`src/sv/s7rmn_pkg.sv`:
```
package s7rmn_pkg;

    localparam int DEF_MAX_GRID      = 64;
    localparam int DEF_FRACTION_BITS = 16;
    localparam int GRID_RESET        = 64;
    localparam int CFG_W             = 7;
    localparam int FIELD_W           = 32;
    localparam int NORM_W            = 48;
    localparam int PROD_W            = 2 * FIELD_W;
    localparam int ACC_W             = PROD_W + 3;
    localparam int JOBQ_DEPTH        = 4;
    localparam int CELL_W            = 6 * FIELD_W;

    // field offsets inside one window word
    localparam int OFS_RHS   = 0;
    localparam int OFS_X     = FIELD_W;
    localparam int OFS_FRONT = 2 * FIELD_W;
    localparam int OFS_UP    = 3 * FIELD_W;
    localparam int OFS_RIGHT = 4 * FIELD_W;
    localparam int OFS_DIAG  = 5 * FIELD_W;

    typedef enum logic [1:0] {
        ERR_NONE      = 2'd0,
        ERR_COUPLING  = 2'd1,
        ERR_ZERO_DIAG = 2'd2
    } err_t;

    typedef struct packed {
        logic full;
        logic empty;
    } q_status_t;

    // three planes of slack plus the jobs in flight
    function automatic int win_depth(input int max_grid);
        return 3 * max_grid * max_grid + JOBQ_DEPTH + 4;
    endfunction

endpackage

```
`src/sv/s7rmn_jobq.sv`:
```
module s7rmn_jobq #(
    parameter int WIDTH = 8,
    parameter int DEPTH = 4
) (
    input  logic                  clk,
    input  logic                  rst_n,
    input  logic                  clear,
    input  logic                  push,
    input  logic [WIDTH-1:0]      wdata,
    input  logic                  pop,
    output logic [WIDTH-1:0]      rdata,
    output s7rmn_pkg::q_status_t  status
);

    localparam int PW = (DEPTH > 1) ? $clog2(DEPTH) : 1;
    localparam int CW = $clog2(DEPTH + 1);

    logic [WIDTH-1:0] entry_reg [DEPTH];
    logic [PW-1:0]    head_reg, head_next;
    logic [PW-1:0]    tail_reg, tail_next;
    logic [CW-1:0]    count_reg, count_next;
    logic             do_push, do_pop;

    assign status.full  = (count_reg == CW'(DEPTH));
    assign status.empty = (count_reg == '0);
    assign do_push      = push && !status.full;
    assign do_pop       = pop && !status.empty;
    assign rdata        = entry_reg[head_reg];

    always_comb
    begin
        head_next  = head_reg;
        tail_next  = tail_reg;
        count_next = count_reg;
        if (do_pop)
        begin
            head_next = (head_reg == PW'(DEPTH - 1)) ? '0 : head_reg + 1'b1;
        end
        if (do_push)
        begin
            tail_next = (tail_reg == PW'(DEPTH - 1)) ? '0 : tail_reg + 1'b1;
        end
        if (do_push && !do_pop)
        begin
            count_next = count_reg + 1'b1;
        end
        else if (do_pop && !do_push)
        begin
            count_next = count_reg - 1'b1;
        end
    end

    always_ff @(posedge clk or negedge rst_n)
    begin
        if (!rst_n)
        begin
            head_reg  <= '0;
            tail_reg  <= '0;
            count_reg <= '0;
        end
        else if (clear)
        begin
            head_reg  <= '0;
            tail_reg  <= '0;
            count_reg <= '0;
        end
        else
        begin
            head_reg  <= head_next;
            tail_reg  <= tail_next;
            count_reg <= count_next;
        end
    end

    always_ff @(posedge clk)
    begin
        if (do_push)
        begin
            entry_reg[tail_reg] <= wdata;
        end
    end

endmodule

```
`config.mk`:
```
export PLATFORM = sky130hd
export DESIGN_NAME = s7rmn_jobq
export DESIGN_NICKNAME = d
export VERILOG_FILES = /design/src/sv/s7rmn_pkg.sv /design/src/sv/s7rmn_jobq.sv
export SDC_FILE = /design/constraint.sdc
export NUM_CORES = 1
export LEC_CHECK = 0
export BUFFER_PORTS_ARGS = -buffer_cell sky130_fd_sc_hd__buf_4
export CAP_MARGIN = 20
export CORE_UTILIZATION = 56
export DETAILED_ROUTE_END_ITERATION = 8
export HOLD_SLACK_MARGIN = 0.05
export PLACE_DENSITY = 0.76
export SLEW_MARGIN = 0
export SYNTH_ARGS = -nofsm -noshare
export SYNTH_HDL_FRONTEND = slang
export SYNTH_SLANG_ARGS = --single-unit
```
`constraint.sdc`:
```
create_clock -name clk -period 3.3 [get_ports clk]
set_input_delay 0.165 -clock clk [delete_from_list [all_inputs] [get_ports clk]]
set_output_delay 0.165 -clock clk [all_outputs]
set_load 0.05 [all_outputs]
```
==> impl_metrics.json, run 1 <==
{
  "firstDrtPassIters": 4,
  "ant_nets": 0,
  "post_cts_buffers": 0,
  "syn_nets": 122,
  "synth.top_cell.area_share_pct": 55.41,
  "io_pins": 23,
  "crit_path_end_kind": "flip-flop",
  "slew_violations": 0,
  "slowest_delay_ps": 510,
  "dp_hpwl_um": 2054,
  "clock_latency_ps": 340,
  "antenna_found_initial": 0,
  "die_area_um2": 3324,
  "num_antenna_cells": 0,
  "worst_path_max_delay_cell": "dfrtp_1",
  "portBuffers": 22,
  "largest_reg_flops": 32,
  "grt_max_degree": 13,
  "synth_area_leaders": "edfxtp_1 (55%), mux4_2 (10%), dfrtp_1 (10%), ha_1 (3.6%), mux2_4 (2.6%)",
  "nets": 156,
  "path_cells": "or3b_4 > and3_1 > fa_1 > a21bo_2 > a311oi_1 > o311a_1",
  "fmax_mhz": 426.3,
  "final_util_pct": 72.32,
  "worst_pin_slew_ps": 586.8,
  "cts_tree": "done",
  "ir_worst_vdd_mv": 0.4582,
  "clock_tree.root_cell": "clkbuf_4",
  "skew_ps": 7.273,
  "die_w_um": 57.65,
  "synth-seq-area-share_pct": 65.51,
  "vias": 1013,
  "required_ps": 3590,
  "status": "complete, no violations",
  "fin_crit_ps": 2346,
  "period_share_pct": 71.09,
  "path_buf_inv": 0,
  "gr-total-overflow": 0,
  "cts_buffers": 5,
  "finalSetupTns_ps": 0,
  "clockBufferDepth": 2,
  "core_um2": 2853,
  "yosys_register_bits": 39,
  "setup.worst_path.start_class": "flip-flop",
  "wirelength_um": 3107,
  "drv_cap": 0,
  "htreeDepth": 2,
  "fp.dieH_um": 57.65,
  "rsz0062_at_grt": "false",
  "viasPerCell": 5.994,
  "critical-path-top-delay-family": "compound AO/OA/AOI/OAI gates",
  "gp_congestion": 0.6837,
  "syn_area_um2": 1734,
  "initial_utilization_pct": 60.79,
  "routedWlPerCell_um": 18.38,
  "arrival_ps": 2630,
  "track_usage_pct": 21.91,
  "rows": 19,
  "ys_types": 30,
  "grt_pass1_wl_um": 4940,
  "cts_sinks": 39,
  "power.density_nw_per_um2": 696.4,
  "drc": 0,
  "grt_pass1_vias": 1041,
  "netlist_instances": 103,
  "min_path_type": "input pin to flip-flop",
  "slew-limit-headroom_pct": 60.88,
  "cts.clk_slew.worst_paths_ps": 110,
  "critical_path_class": "flip-flop to flip-flop",
  "finalSetupViolCount": 0,
  "avgSynthCellArea_um2": 16.84,
  "yosys.area.top_type": "edfxtp_1",
  "hold_viol": 0,
  "p_leak_uw": 0.0007999,
  "synthToLayoutAreaGrowth_pct": 18.98,
  "ys_warn_count": 0,
  "drive_gt1_share_pct": 33.33,
  "initialDrtViolationCount": 27,
  "path_max_fanout": 8
}
-- routing by layer --
layer | vias to the layer above | part of all wire (%) | global-route usage, % | routed length [um]
met5 | - | 0 | 0 | 0
met4 | 0 | 0.77 | 6.803 | 24
met3 | 4 | 4.9 | 7.366 | 151
met2 | 35 | 55 | 38.70 | 1696
met1 | 510 | 40 | 25.44 | 1234
li1 | 464 | - | - | -
-- layout make-up --
class,count,area (um^2)
Clock buffer,6,41.29
Clock inverter,2,12.51
Fill cell,199,789.5
Inverter,6,22.52
Multi-Input combinational cell,53,546.8
Sequential cell,39,1136
Tap cell,31,38.79
Timing Repair Buffer,32,265.3
-- through the flow --
step	instance area, um^2	cells	total power [uW]	setup slack, ps	hold WS, ps
floorplan	1734	103	1067	1146	-130.6
finish	2063	169	1437	954.1	133.4
global route	2063	169	1508	836.6	125.0
detailed placement	1909	151	1202	1010	-9.654
global placement	1909	151	1183	1077	-14.98
CTS	2063	169	1447	983.7	119.2
-- cells in the final DEF, fill, tap and decap left out, types with 2 or more instances in the layout --
master and count:
and3_1 5, a21oi_1 3, dfrtp_1 7, clkbuf_4 5, mux2_4 3, dlygate4sd3_1 10
nor2_1 8, edfxtp_1 32, mux4_2 8, ha_1 5, o21ai_0 3, inv_1 5
buf_4 22, or2_2 2, mux2i_1 2, nand3b_1 2
-- synthesized netlist by cell type, drive strengths merged --
cell	number
a21oi	3
mux2i	2
a21bo	1
fa	1
dfrtp	7
edfxtp	32
inv	6
nor4bb	1
nand2	1
or3b	1
or2	2
nand3b	2
o31ai	1
a311oi	1
o221a	1
ha	5
nand3	1
nor2	8
or4	1
clkbuf	1
and3	5
buf	4
mux2	3
mux4	8
o311a	1
o21ai	3
or3	1
-- logic make-up (layout without fill, tap and decap cells) --
kind of cell | after synthesis | after routing | share of synthesized area, %
AO/OA/AOI/OAI | 11 | 11 | 4.978
adder cells (fa/ha/maj) | 6 | 6 | 4.762
buffers and inverters | 11 | 46 | 2.958
flip-flops | 39 | 39 | 65.51
multiplexers | 13 | 13 | 14.14
AND/OR/NAND/NOR | 23 | 23 | 7.647
-- where the power goes --
| group | total [uW] | switching (uW) | internal, uW | leakage [uW] |
|---|---|---|---|---|
| combinational | 549 | 319 | 229 | 0.000385 |
| sequential | 655 | 65.1 | 590 | 0.000387 |
| clock | 233 | 151 | 82.2 | 0.0000282 |
| total | 1440 | 535 | 902 | 0.000800 |
-- timing repair --
action | CTS | global route
endpoints found under the hold margin | 43 | 0
setup endpoints to repair | 0 | 0
gates resized for setup | 0 | 0
hold buffers | 10 | 0
-- worst register-to-register path: stages, from the launching register on --
cell	delay, ps
dfrtp_1	510
or3b_4	460
and3_1	190
fa_1	440
a21bo_2	240
a311oi_1	260
o311a_1	200
-- path summary, 6_finish.rpt --
check	from	endpoint	slack, ps	cells after the start
max in group asynchronous	rst_n	count_reg[0]	3000	2
min in group asynchronous	rst_n	tail_reg[0]	160	2
worst max-delay path	count_reg[2]	count_reg[2]	950	6
worst min register to register	tail_reg[0]	tail_reg[0]	630	2
worst max register to register	count_reg[2]	count_reg[2]	950	6
worst min-delay path	push	tail_reg[1]	130	3
Power figures use the tool's default switching activity.
==> run 2, diff against run 1 <==
ABC_AREA = 1   (was not set)
clock period = 2.3 ns   (was 3.3 ns; I/O delays follow)
==> run 2 against run 1 <==
  * The flow now finishes with violations (design-rule violations)
  * Clock power up 42%
  * Synthesized area down 0.51%
  * Clock-buffer cell count down 1
  * Sequential share of layout area down 1.1 points
  * Clock skew down 5.9 ps
  * Total power up 76%
  * Synthesized cell count up 40%
  * Critical path type unchanged
  * Critical endpoint unchanged
  * Largest cell class unchanged
==> impl_metrics.json, run 2 <==
{
  "layout.cells.non_filler": 217,
  "clockBufferDepth": 2,
  "slew-limit-headroom_pct": 66.83,
  "drc": 1,
  "status": "finished with violations",
  "yosys_register_bits": 39,
  "required_ps": 2540,
  "synth_edf_count": 32,
  "violations": "design-rule violations",
  "antenna_found_initial": 0,
  "nets": 204,
  "htreeDepth": 2,
  "hold_viol": 0,
  "largest_reg_flops": 32,
  "viasPerCell": 5.442,
  "skew_ps": 1.345,
  "syn_area_um2": 1725,
  "placed_area_um2": 1952,
  "fin_crit_ps": 1887,
  "finalSetupTns_ps": 0,
  "clock_power_share_pct": 13.1,
  "synth-async-reset-ratio_pct": 17.95,
  "wirelength_um": 3309,
  "clock_latency_ps": 340,
  "final_cell_mix": "edfxtp_1 (32), buf_4 (27), nor2_1 (21), o21ai_0 (18), inv_1 (15)",
  "firstDrtPassIters": 6,
  "path_cells": "nor2_2 > a21oi_2 > nand2_4 > inv_1 > fa_1 > xnor2_1 > inv_1 > nand2_1 > nand2_1 > nand3_1 > nand2_1",
  "grt_pass1_vias": 1176,
  "avgSynthCellArea_um2": 11.98,
  "ys_types": 24,
  "initialDrtViolationCount": 50,
  "drive_gt1_share_pct": 23.66,
  "ys_warn_count": 0,
  "ctsHoldBuffers": 10,
  "cts.clk_slew.worst_paths_ps": 110,
  "clock_tree.root_cell": "clkbuf_4",
  "final_area_um2": 2105,
  "synth-seq-area-share_pct": 65.84,
  "vias": 1181,
  "die_w_um": 57.51,
  "synthToLayoutAreaGrowth_pct": 21.97,
  "min_path_type": "input pin to asynchronous set/reset pin",
  "cts_buffers": 5,
  "power.density_nw_per_um2": 1200,
  "slowest_delay_ps": 420,
  "ir_worst_vdd_mv": 0.5920,
  "swShare_pct": 45.80,
  "yosysMostFrequentCell": "edfxtp_1",
  "cts-resized-gates": 0,
  "path_buf_inv": 2,
  "netlist_instances": 144,
  "cts_tree": "done",
  "fp.dieH_um": 57.51,
  "yosys-top-cells-count": "edfxtp_1 (32), nor2_1 (21), o21ai_0 (18), inv_1 (15), nand2_1 (12)",
  "fmax_mhz": 529.9,
  "synth_top_flop_cell": "edfxtp_1",
  "setup.worst_path.start_class": "flip-flop",
  "pre_cts_slack_ps": 449.8,
  "arrival_ps": 2130,
  "fin_ws_ps": 413.0,
  "final_common_cell": "edfxtp_1",
  "drv_cap": 0,
  "gr-total-overflow": 0,
  "fill_cells": 203,
  "critical_path_class": "flip-flop to flip-flop",
  "crit_path_end_kind": "flip-flop",
  "syn_nets": 163,
  "path_common_cell": "nand2_1",
  "rsz0062_at_grt": "false",
  "die_area_um2": 3307,
  "initial_utilization_pct": 60.99,
  "dp_hpwl_um": 2223,
  "post_cts_buffers": 0,
  "cts_sinks": 39,
  "period_share_pct": 82.04,
  "gp_congestion": 0.7995,
  "core_um2": 2829,
  "num_antenna_cells": 0,
  "synth.top_cell.area_share_pct": 55.69,
  "grt_pass1_wl_um": 5520,
  "portBuffers": 22,
  "yosys.area.top_type": "edfxtp_1",
  "dp.cells": 199,
  "routedWlPerCell_um": 15.25,
  "worst_pin_slew_ps": 497.0,
  "track_usage_pct": 23.22,
  "seqPwrFrac_pct": 37.0,
  "ant_nets": 0,
  "synth_area_leaders": "edfxtp_1 (56%), dfrtp_1 (10%), o21ai_0 (5.2%), nor2_1 (4.6%), ha_1 (3.6%)",
  "io_pins": 23,
  "rows": 19,
  "slew_violations": 0,
  "path_max_fanout": 4,
  "grt_max_degree": 19,
  "critical-path-top-delay-family": "simple AND/OR/NAND/NOR gates",
  "p_leak_uw": 0.0008572,
  "worst_path_max_delay_cell": "dfrtp_1",
  "internal_power_uw": 1369,
  "comb_power_share_pct": 49.9,
  "finalSetupViolCount": 0,
  "p_sw_uw": 1157
}
-- run 2: cell types whose count changed after synthesis, sizes merged, moves of 5 or more --
cell / change
o21ai: +18
and3: -5
mux4: -8
inv: +10
nand2: +16
nor2: +15
o22ai: +8
-- run 2: worst paths after layout --
check | startpoint | to | slack [ps] | cells after the start
max | count_reg[0] | count_reg[2] | 410 | 11
min | rst_n | head_reg[0] | 100 | 2
max reg2reg | count_reg[0] | count_reg[2] | 410 | 11
min reg2reg | count_reg[0] | count_reg[0] | 530 | 2
max in group asynchronous | rst_n | tail_reg[0] | 2070 | 2
min in group clk | pop | head_reg[0] | 120 | 4
-- run 2: cell type report --
type                            count  area (um^2)  share of cell area [%]
Sequential cell                    39         1136                   53.98
Multi-Input combinational cell     86        514.2                   24.44
Timing Repair Buffer               37        302.8                   14.39
Inverter                           16        60.06                   2.854
Tap cell                           31        38.79                   1.843
Clock buffer                        5        37.54                   1.784
Clock inverter                      3        15.01                  0.7134
-- run 2: cells by family (layout without fill, tap and decap cells) --
logic type | Yosys count | after routing | synth area share [%]
simple gates | 48 | 48 | 13.71
flops | 39 | 39 | 65.84
compound gates | 31 | 31 | 10.81
fa+ha+maj | 6 | 6 | 4.786
buf+inv | 19 | 61 | 4.350
xor+xnor | 1 | 1 | 0.5077
-- run 2: metrics by stage --
stage	utilization (%)	hold slack, ps	power, uW
2_1_floorplan	-	-180.6	1852
3_3_place_gp	69.00	-65.78	2161
3_5_place_dp	69.00	-63.76	2199
4_1_cts	74.39	94.96	2541
5_1_grt	74.39	91.91	2673
6_report	74.39	104.1	2526
-- run 2: metal layers --
layer	track usage [%]	up-vias	share of wire, %
met2	36.05	31	50
met4	9.756	0	1.3
li1	-	584	-
met3	7.710	5	5.7
met1	30.12	561	43
met5	0	-	0
-- run 2: power groups by stage --
| stage | clock network [uW] | registers, uW | logic [uW] |
|---|---|---|---|
| floorplan | 0 | 933 | 919 |
| global placement | 0 | 944 | 1220 |
| detailed placement | 0 | 950 | 1250 |
| CTS | 339 | 934 | 1270 |
| global route | 367 | 945 | 1360 |
| finish | 331 | 934 | 1260 |
