## src/sv/s7rmn_pkg.sv

```systemverilog
package s7rmn_pkg;

    localparam int DEF_MAX_GRID      = 64;
    localparam int DEF_FRACTION_BITS = 16;
    localparam int GRID_RESET        = 64;
    localparam int CFG_W             = 7;
    localparam int FIELD_W           = 32;
    localparam int NORM_W            = 48;
    localparam int PROD_W            = 2 * FIELD_W;
    localparam int ACC_W             = PROD_W + 3;
    localparam int JOBQ_DEPTH        = 4;
    localparam int CELL_W            = 6 * FIELD_W;

    // field offsets inside one window word
    localparam int OFS_RHS   = 0;
    localparam int OFS_X     = FIELD_W;
    localparam int OFS_FRONT = 2 * FIELD_W;
    localparam int OFS_UP    = 3 * FIELD_W;
    localparam int OFS_RIGHT = 4 * FIELD_W;
    localparam int OFS_DIAG  = 5 * FIELD_W;

    typedef enum logic [1:0] {
        ERR_NONE      = 2'd0,
        ERR_COUPLING  = 2'd1,
        ERR_ZERO_DIAG = 2'd2
    } err_t;

    typedef struct packed {
        logic full;
        logic empty;
    } q_status_t;

    // three planes of slack plus the jobs in flight
    function automatic int win_depth(input int max_grid);
        return 3 * max_grid * max_grid + JOBQ_DEPTH + 4;
    endfunction

endpackage

```

## src/sv/s7rmn_back.sv

```systemverilog
module s7rmn_back #(
    parameter int MAX_GRID      = s7rmn_pkg::DEF_MAX_GRID,
    parameter int FRACTION_BITS = s7rmn_pkg::DEF_FRACTION_BITS,
    localparam int IDX_W     = $clog2(MAX_GRID),
    localparam int NW        = $clog2(MAX_GRID + 1),
    localparam int NNW       = $clog2(MAX_GRID * MAX_GRID + 1),
    localparam int WIN_DEPTH = s7rmn_pkg::win_depth(MAX_GRID),
    localparam int SW        = $clog2(WIN_DEPTH),
    localparam int JOB_W     = 3 + 3 * IDX_W + SW
) (
    input  logic                                 clk,
    input  logic                                 rst_n,
    input  logic                                 clear,
    input  logic [NW-1:0]                        n,
    input  logic [NNW-1:0]                       nn,
    input  s7rmn_pkg::q_status_t                 q_status,
    input  logic [JOB_W-1:0]                     q_rdata,
    output logic                                 q_pop,
    output logic [SW-1:0]                        win_raddr,
    input  logic [s7rmn_pkg::CELL_W-1:0]         win_rdata,
    output logic                                 empty,
    input  logic                                 pop,
    output logic [s7rmn_pkg::NORM_W-1:0]         residual_norm,
    output logic [1:0]                           status
);

    localparam int FW     = s7rmn_pkg::FIELD_W;
    localparam int PRW    = s7rmn_pkg::PROD_W;
    localparam int AW     = s7rmn_pkg::ACC_W;
    localparam int NRW    = s7rmn_pkg::NORM_W;
    localparam logic [SW:0] DEPTH_X = (SW + 1)'(WIN_DEPTH);

    typedef enum logic [2:0] {
        B_IDLE,
        B_RUN,
        B_DRAIN1,
        B_DRAIN2,
        B_ABS,
        B_NORM
    } bstate_t;

    // one term of the stencil per step
    typedef enum logic [2:0] {
        T_SELF,
        T_LEFT,
        T_RIGHT,
        T_DOWN,
        T_UP,
        T_BACK,
        T_FRONT
    } term_t;

    bstate_t            state_reg;
    term_t              step_reg, s1_step_reg;
    logic               s1_valid_reg, s1_en_reg;
    logic               s2_valid_reg, s2_first_reg;
    logic [IDX_W-1:0]   ci_reg, cj_reg, ck_reg;
    logic [SW-1:0]      cslot_reg;
    logic               out_valid_reg;
    s7rmn_pkg::err_t    status_reg;
    logic [NRW-1:0]     norm_reg;
    logic [NRW-1:0]     max_reg;

    logic signed [FW-1:0]  self_right_reg, self_up_reg, self_front_reg;
    logic signed [AW-1:0]  rhs_sh_reg;
    logic signed [PRW-1:0] prod_reg;
    logic signed [AW-1:0]  acc_reg;
    logic [AW-1:0]         mag_reg;

    logic                  job_last;
    s7rmn_pkg::err_t       job_err;
    logic [IDX_W-1:0]      job_i, job_j, job_k;
    logic [SW-1:0]         job_slot;
    logic [IDX_W-1:0]      n_m1;
    logic [SW-1:0]         off;
    logic                  off_sub, step_en;
    logic [SW:0]           sum_up, sum_dn;
    logic signed [FW-1:0]  rd_diag, rd_right, rd_up, rd_front, rd_x, rd_rhs;
    logic signed [FW-1:0]  coeff;
    logic signed [PRW-1:0] prod_full;
    logic [AW-1:0]         shifted;
    logic [NRW-1:0]        norm_val;

    assign job_last = q_rdata[JOB_W-1];
    assign job_err  = s7rmn_pkg::err_t'(q_rdata[JOB_W-2 -: 2]);
    assign job_i    = q_rdata[SW + 3 * IDX_W - 1 -: IDX_W];
    assign job_j    = q_rdata[SW + 2 * IDX_W - 1 -: IDX_W];
    assign job_k    = q_rdata[SW + IDX_W - 1 -: IDX_W];
    assign job_slot = q_rdata[SW-1:0];
    assign n_m1     = IDX_W'(n - NW'(1));

    assign q_pop = (state_reg == B_IDLE) && !q_status.empty
                && (!job_last || !out_valid_reg);

    // neighbour offset and edge mask of the current step
    always_comb
    begin
        case (step_reg)
            T_SELF:  begin off = '0;      off_sub = 1'b0; step_en = 1'b1;            end
            T_LEFT:  begin off = SW'(1);  off_sub = 1'b1; step_en = (ci_reg != '0);  end
            T_RIGHT: begin off = SW'(1);  off_sub = 1'b0; step_en = (ci_reg != n_m1); end
            T_DOWN:  begin off = SW'(n);  off_sub = 1'b1; step_en = (cj_reg != '0);  end
            T_UP:    begin off = SW'(n);  off_sub = 1'b0; step_en = (cj_reg != n_m1); end
            T_BACK:  begin off = SW'(nn); off_sub = 1'b1; step_en = (ck_reg != '0);  end
            T_FRONT: begin off = SW'(nn); off_sub = 1'b0; step_en = (ck_reg != n_m1); end
            default: begin off = '0;      off_sub = 1'b0; step_en = 1'b0;            end
        endcase
    end

    // circular slot arithmetic, one correction each way
    always_comb
    begin
        sum_up = {1'b0, cslot_reg} + {1'b0, off};
        if (sum_up >= DEPTH_X)
        begin
            sum_up = sum_up - DEPTH_X;
        end
        if (cslot_reg >= off)
        begin
            sum_dn = {1'b0, cslot_reg} - {1'b0, off};
        end
        else
        begin
            sum_dn = {1'b0, cslot_reg} + (DEPTH_X - {1'b0, off});
        end
        win_raddr = off_sub ? sum_dn[SW-1:0] : sum_up[SW-1:0];
    end

    assign rd_diag  = win_rdata[s7rmn_pkg::OFS_DIAG  +: FW];
    assign rd_right = win_rdata[s7rmn_pkg::OFS_RIGHT +: FW];
    assign rd_up    = win_rdata[s7rmn_pkg::OFS_UP    +: FW];
    assign rd_front = win_rdata[s7rmn_pkg::OFS_FRONT +: FW];
    assign rd_x     = win_rdata[s7rmn_pkg::OFS_X     +: FW];
    assign rd_rhs   = win_rdata[s7rmn_pkg::OFS_RHS   +: FW];

    always_comb
    begin
        case (s1_step_reg)
            T_SELF:  coeff = rd_diag;
            T_LEFT:  coeff = rd_right;
            T_RIGHT: coeff = self_right_reg;
            T_DOWN:  coeff = rd_up;
            T_UP:    coeff = self_up_reg;
            T_BACK:  coeff = rd_front;
            T_FRONT: coeff = self_front_reg;
            default: coeff = '0;
        endcase
    end

    // full-width signed product of the coupling and the neighbour's x
    assign prod_full = coeff * rd_x;

    assign shifted  = mag_reg >> FRACTION_BITS;
    assign norm_val = (|shifted[AW-1:NRW]) ? '1 : shifted[NRW-1:0];

    // sequencer and result register
    always_ff @(posedge clk or negedge rst_n)
    begin
        if (!rst_n)
        begin
            state_reg     <= B_IDLE;
            step_reg      <= T_SELF;
            s1_step_reg   <= T_SELF;
            s1_valid_reg  <= 1'b0;
            s1_en_reg     <= 1'b0;
            s2_valid_reg  <= 1'b0;
            s2_first_reg  <= 1'b0;
            ci_reg        <= '0;
            cj_reg        <= '0;
            ck_reg        <= '0;
            cslot_reg     <= '0;
            out_valid_reg <= 1'b0;
            status_reg    <= s7rmn_pkg::ERR_NONE;
            norm_reg      <= '0;
            max_reg       <= '0;
        end
        else
        begin
            s1_valid_reg <= 1'b0;
            s2_valid_reg <= s1_valid_reg;
            s2_first_reg <= (s1_step_reg == T_SELF);
            if (pop && out_valid_reg)
            begin
                out_valid_reg <= 1'b0;
            end
            case (state_reg)
                B_IDLE:
                begin
                    if (q_pop)
                    begin
                        if (job_last)
                        begin
                            out_valid_reg <= 1'b1;
                            status_reg    <= job_err;
                            norm_reg      <= (job_err == s7rmn_pkg::ERR_NONE) ? max_reg : '0;
                            max_reg       <= '0;
                        end
                        else
                        begin
                            ci_reg    <= job_i;
                            cj_reg    <= job_j;
                            ck_reg    <= job_k;
                            cslot_reg <= job_slot;
                            step_reg  <= T_SELF;
                            state_reg <= B_RUN;
                        end
                    end
                end
                B_RUN:
                begin
                    s1_valid_reg <= 1'b1;
                    s1_step_reg  <= step_reg;
                    s1_en_reg    <= step_en;
                    if (step_reg == T_FRONT)
                    begin
                        state_reg <= B_DRAIN1;
                    end
                    else
                    begin
                        step_reg <= term_t'(step_reg + 3'd1);
                    end
                end
                B_DRAIN1: state_reg <= B_DRAIN2;
                B_DRAIN2: state_reg <= B_ABS;
                B_ABS:    state_reg <= B_NORM;
                B_NORM:
                begin
                    if (norm_val > max_reg)
                    begin
                        max_reg <= norm_val;
                    end
                    state_reg <= B_IDLE;
                end
                default:  state_reg <= B_IDLE;
            endcase
            if (clear)
            begin
                max_reg <= '0;
            end
        end
    end

    // multiply, accumulate, magnitude
    always_ff @(posedge clk)
    begin
        if (s1_valid_reg)
        begin
            prod_reg <= s1_en_reg ? prod_full : '0;
            if (s1_step_reg == T_SELF)
            begin
                self_right_reg <= rd_right;
                self_up_reg    <= rd_up;
                self_front_reg <= rd_front;
                rhs_sh_reg     <= {{(AW - FW){rd_rhs[FW-1]}}, rd_rhs} <<< FRACTION_BITS;
            end
        end
        if (s2_valid_reg)
        begin
            acc_reg <= (s2_first_reg ? rhs_sh_reg : acc_reg)
                     - {{(AW - PRW){prod_reg[PRW-1]}}, prod_reg};
        end
        if (state_reg == B_ABS)
        begin
            mag_reg <= acc_reg[AW-1] ? (~acc_reg + 1'b1) : acc_reg;
        end
    end

    assign empty         = !out_valid_reg;
    assign residual_norm = norm_reg;
    assign status        = status_reg;

endmodule

```

## config.mk

```make
export PLATFORM = sky130hd
export DESIGN_NAME = s7rmn_back
export DESIGN_NICKNAME = d
export VERILOG_FILES = /design/src/sv/s7rmn_pkg.sv /design/src/sv/s7rmn_back.sv
export SDC_FILE = /design/constraint.sdc
export NUM_CORES = 2
export LEC_CHECK = 0
export BUFFER_PORTS_ARGS = -buffer_cell sky130_fd_sc_hd__buf_2
export CELL_PAD_IN_SITES_DETAIL_PLACEMENT = 2
export CELL_PAD_IN_SITES_GLOBAL_PLACEMENT = 2
export CORE_MARGIN = 5
export CORE_UTILIZATION = 30
export DETAILED_ROUTE_END_ITERATION = 8
export GPL_ROUTABILITY_DRIVEN = 1
export PLACE_DENSITY_LB_ADDON = 0.12
export SLEW_MARGIN = 20
export SYNTH_ARGS = -nofsm -noshare
export SYNTH_HDL_FRONTEND = slang
export SYNTH_SLANG_ARGS = --single-unit
```

## constraint.sdc

```tcl
create_clock -name clk -period 17.7 [get_ports clk]
set_clock_uncertainty 0.1 [all_clocks]
set_input_delay 0 -clock clk [delete_from_list [all_inputs] [get_ports clk]]
set_output_delay 0 -clock clk [all_outputs]
set_load 0.02 [all_outputs]
```

==> flow_summary_export.csv <==
group,metric,value,unit
run_status,outcome,"complete, no violations",
layout,finalNetCount,8819,
logic_synthesis,ys_seq_area_share,20.2,%
sta,setup_violations,0,
logic_synthesis,ys_seq_elements,454,
layout,stdcell_count,10000,
critical_path,path_delay_family,"adder cells",
logic_synthesis,synth_area,63900,um2
placed_design,post-place-cells,9534,
drt,final_antenna_net_count,0,
drt,wl_per_cell,23.7,um
sta,relSlewSlack,25.6,%
floorplanning,ios,319,
drt,totalWireLength,237000,um
floorplanning,initial_utilization,30.1,%
logic_synthesis,syn_nets,8351,
drt,first_pass_iters,5,
critical_path,cp_num_buf_inv,10,
clocking,cts_root_buf,"clkbuf_16",
logic_synthesis,synth_enable_flop_cells,310,
layout,largest_register_ffs,67,
clocking,htree_num_levels,2,
logic_synthesis,netlist_instances,6652,
clocking,cts_buffers,56,
floorplanning,dieHeight,471,um
drt,drc,0,
sta,holdWs,4.73,ps
clocking,clk_pin_slew,60,ps
flow_run,maxCapViolCount,0,
drt,initialDrtViolationCount,2140,
grt,gr-total-overflow,0,
critical_path,slowest_delay,810,ps
grt,grt_usage,21.3,%
sta,fin_crit_sh,70.4,%
critical_path,arrival,12750,ps
sta,slew_violations,0,
critical_path,cp-start-kind,"flip-flop",
layout,syn_to_final_growth,15.9,%
sta,max_clock_freq,80.3,MHz
sta,tns,0,ps
critical_path,cp_max_fo,32,
logic_synthesis,yosys_warnings,0,
clocking,clockBufferDepth,3,
grt,grt_pass1_vias,57580,
clocking,cts_resized,0,
logic_synthesis,synth_flop_cell,"edfxtp_1",
grt,grt_pass1_wl,365000,um
logic_synthesis,async_flop_share,31.7,%
drt,via_per_inst,4.90,
grt,antenna_found_initial,23,
placed_design,port_buffers,317,
sta,tightest_slew,1120,ps
floorplanning,coreArea,212000,um2
clocking,cts_tree,"built",
clocking,clk_latency,710,ps
clocking,clock-sinks,454,
drt,vias,49002,
layout,mostFrequentLayoutCell,"inv_1",
critical_path,slowest_stage,"inv_1",
worst_hold_path,min_path_type,"primary input to flip-flop",
clocking,post_cts_buffers,0,
critical_path,worst-setup-path-type,"flip-flop to flip-flop",
placed_design,gp_congestion,0.800,
placed_design,place_hpwl,174000,um
critical_path,end_kind,"flip-flop",
floorplanning,rows,169,
sta,period_minus_slack,12450,ps
layout,drive_above_1_share,9.22,%
critical_path,required,18000,ps
floorplanning,dieArea,222000,um2
critical_path,path_common_cell,"fa_1",
sta,finalHoldViolations,0,
logic_synthesis,avgSynthCellArea,9.60,um2
logic_synthesis,synth.distinct_cells,81,
sta,grt_setup_unrepaired,"false",
layout,nFillCells,23154,
floorplanning,fp.dieW,471,um
grt,grt_max_degree,70,
layout,layout_common_cells,"inv_1 (1242), fa_1 (1096), nand2_1 (777)",
## kinds of logic (layout without fill, tap and decap cells)
logic type | count (synthesis) | in the layout | synth area share, %
and+or+nand+nor | 2023 | 2023 | 15.8
buffers and inverters | 1588 | 2103 | 9.34
adders and majority gates | 1446 | 1446 | 41.2
AOI/OAI and AO/OA | 792 | 792 | 8.09
DFF | 454 | 454 | 20.2
xor gates and xnor gates | 195 | 195 | 2.67
muxes | 154 | 154 | 2.68
other | 0 | 12 | 0
## through the flow
step	cell area, um2	utilization, %	worst slack [ps]
after global routing	74000	34.9	4780
final	74000	34.9	5250
after floorplan	63900	-	7920
after global placement	68500	32.3	5460
after CTS	74000	34.9	5290
after detailed placement	68500	32.3	5290
## final cells by class
class                   count  area, um2  area share [%]
multi-input cells        4610      45200            61.0
diodes                     12       30.0          0.0406
repair buffers            752       5750            7.77
well taps                2821       3530            4.77
clock buffers              79       1550            2.09
flip-flops and latches    454      12900            17.5
inverters                1246       4680            6.32
clock inverters            26        409           0.553
## per-layer routing
metal	global-route usage [%]	share of wire (%)
met1	28.5	45
met2	37.8	50
met3	1.57	2.8
met4	4.60	2.3
met5	0	0
## synth_stat cells (36+ instances only)
library cell | n | area share, %
o21a_1 | 36 | 0.42
and2_1 | 511 | 5.0
clkbuf_1 | 328 | 1.9
nor3_1 | 67 | 0.53
nor2_1 | 205 | 1.2
a21o_1 | 110 | 1.3
nand2_1 | 777 | 4.6
inv_1 | 1243 | 7.3
ha_1 | 350 | 6.9
dfrtp_1 | 144 | 5.6
fa_1 | 1096 | 34
xor2_1 | 47 | 0.64
mux2i_1 | 36 | 0.56
edfxtp_1 | 310 | 15
nand4_1 | 47 | 0.46
a21oi_1 | 183 | 1.4
xnor2_1 | 148 | 2.0
nor2b_1 | 92 | 0.90
nand3_1 | 115 | 0.90
o21ai_0 | 172 | 1.3
a22oi_1 | 57 | 0.67
a31oi_1 | 41 | 0.40
mux2_2 | 116 | 2.0
nand2b_1 | 74 | 0.73
and3_1 | 38 | 0.37
## repair_timing
item	in CTS	in global routing
setup endpoints to repair	0	0
hold endpoints to repair	307	0
hold buffers	349	0
## path summary, 6_finish.rpt
| path | from | to | slack (ps) | cells after the start |
|---|---|---|---|---|
| setup / recovery | s1_step_reg[2]$_DFFE_PN0P_ | prod_reg[61]$_SDFFCE_PN0P_ | 5250 | 34 |
| hold / removal | win_rdata[116] | self_up_reg[20]$_DFFE_PP_ | 5 | 2 |
| setup reg to reg | s1_step_reg[2]$_DFFE_PN0P_ | prod_reg[61]$_SDFFCE_PN0P_ | 5250 | 34 |
| hold reg to reg | residual_norm[17]$_DFFE_PN0P_ | residual_norm[17]$_DFFE_PN0P_ | 360 | 2 |
| max in group asynchronous | rst_n | residual_norm[14]$_DFFE_PN0P_ | 15610 | 5 |
| min in group asynchronous | rst_n | ci_reg[0]$_DFFE_PN0P_ | 330 | 4 |
Power is not shown: default switching activity piles up to over one toggle a cycle in this logic, so the estimate is an artifact.
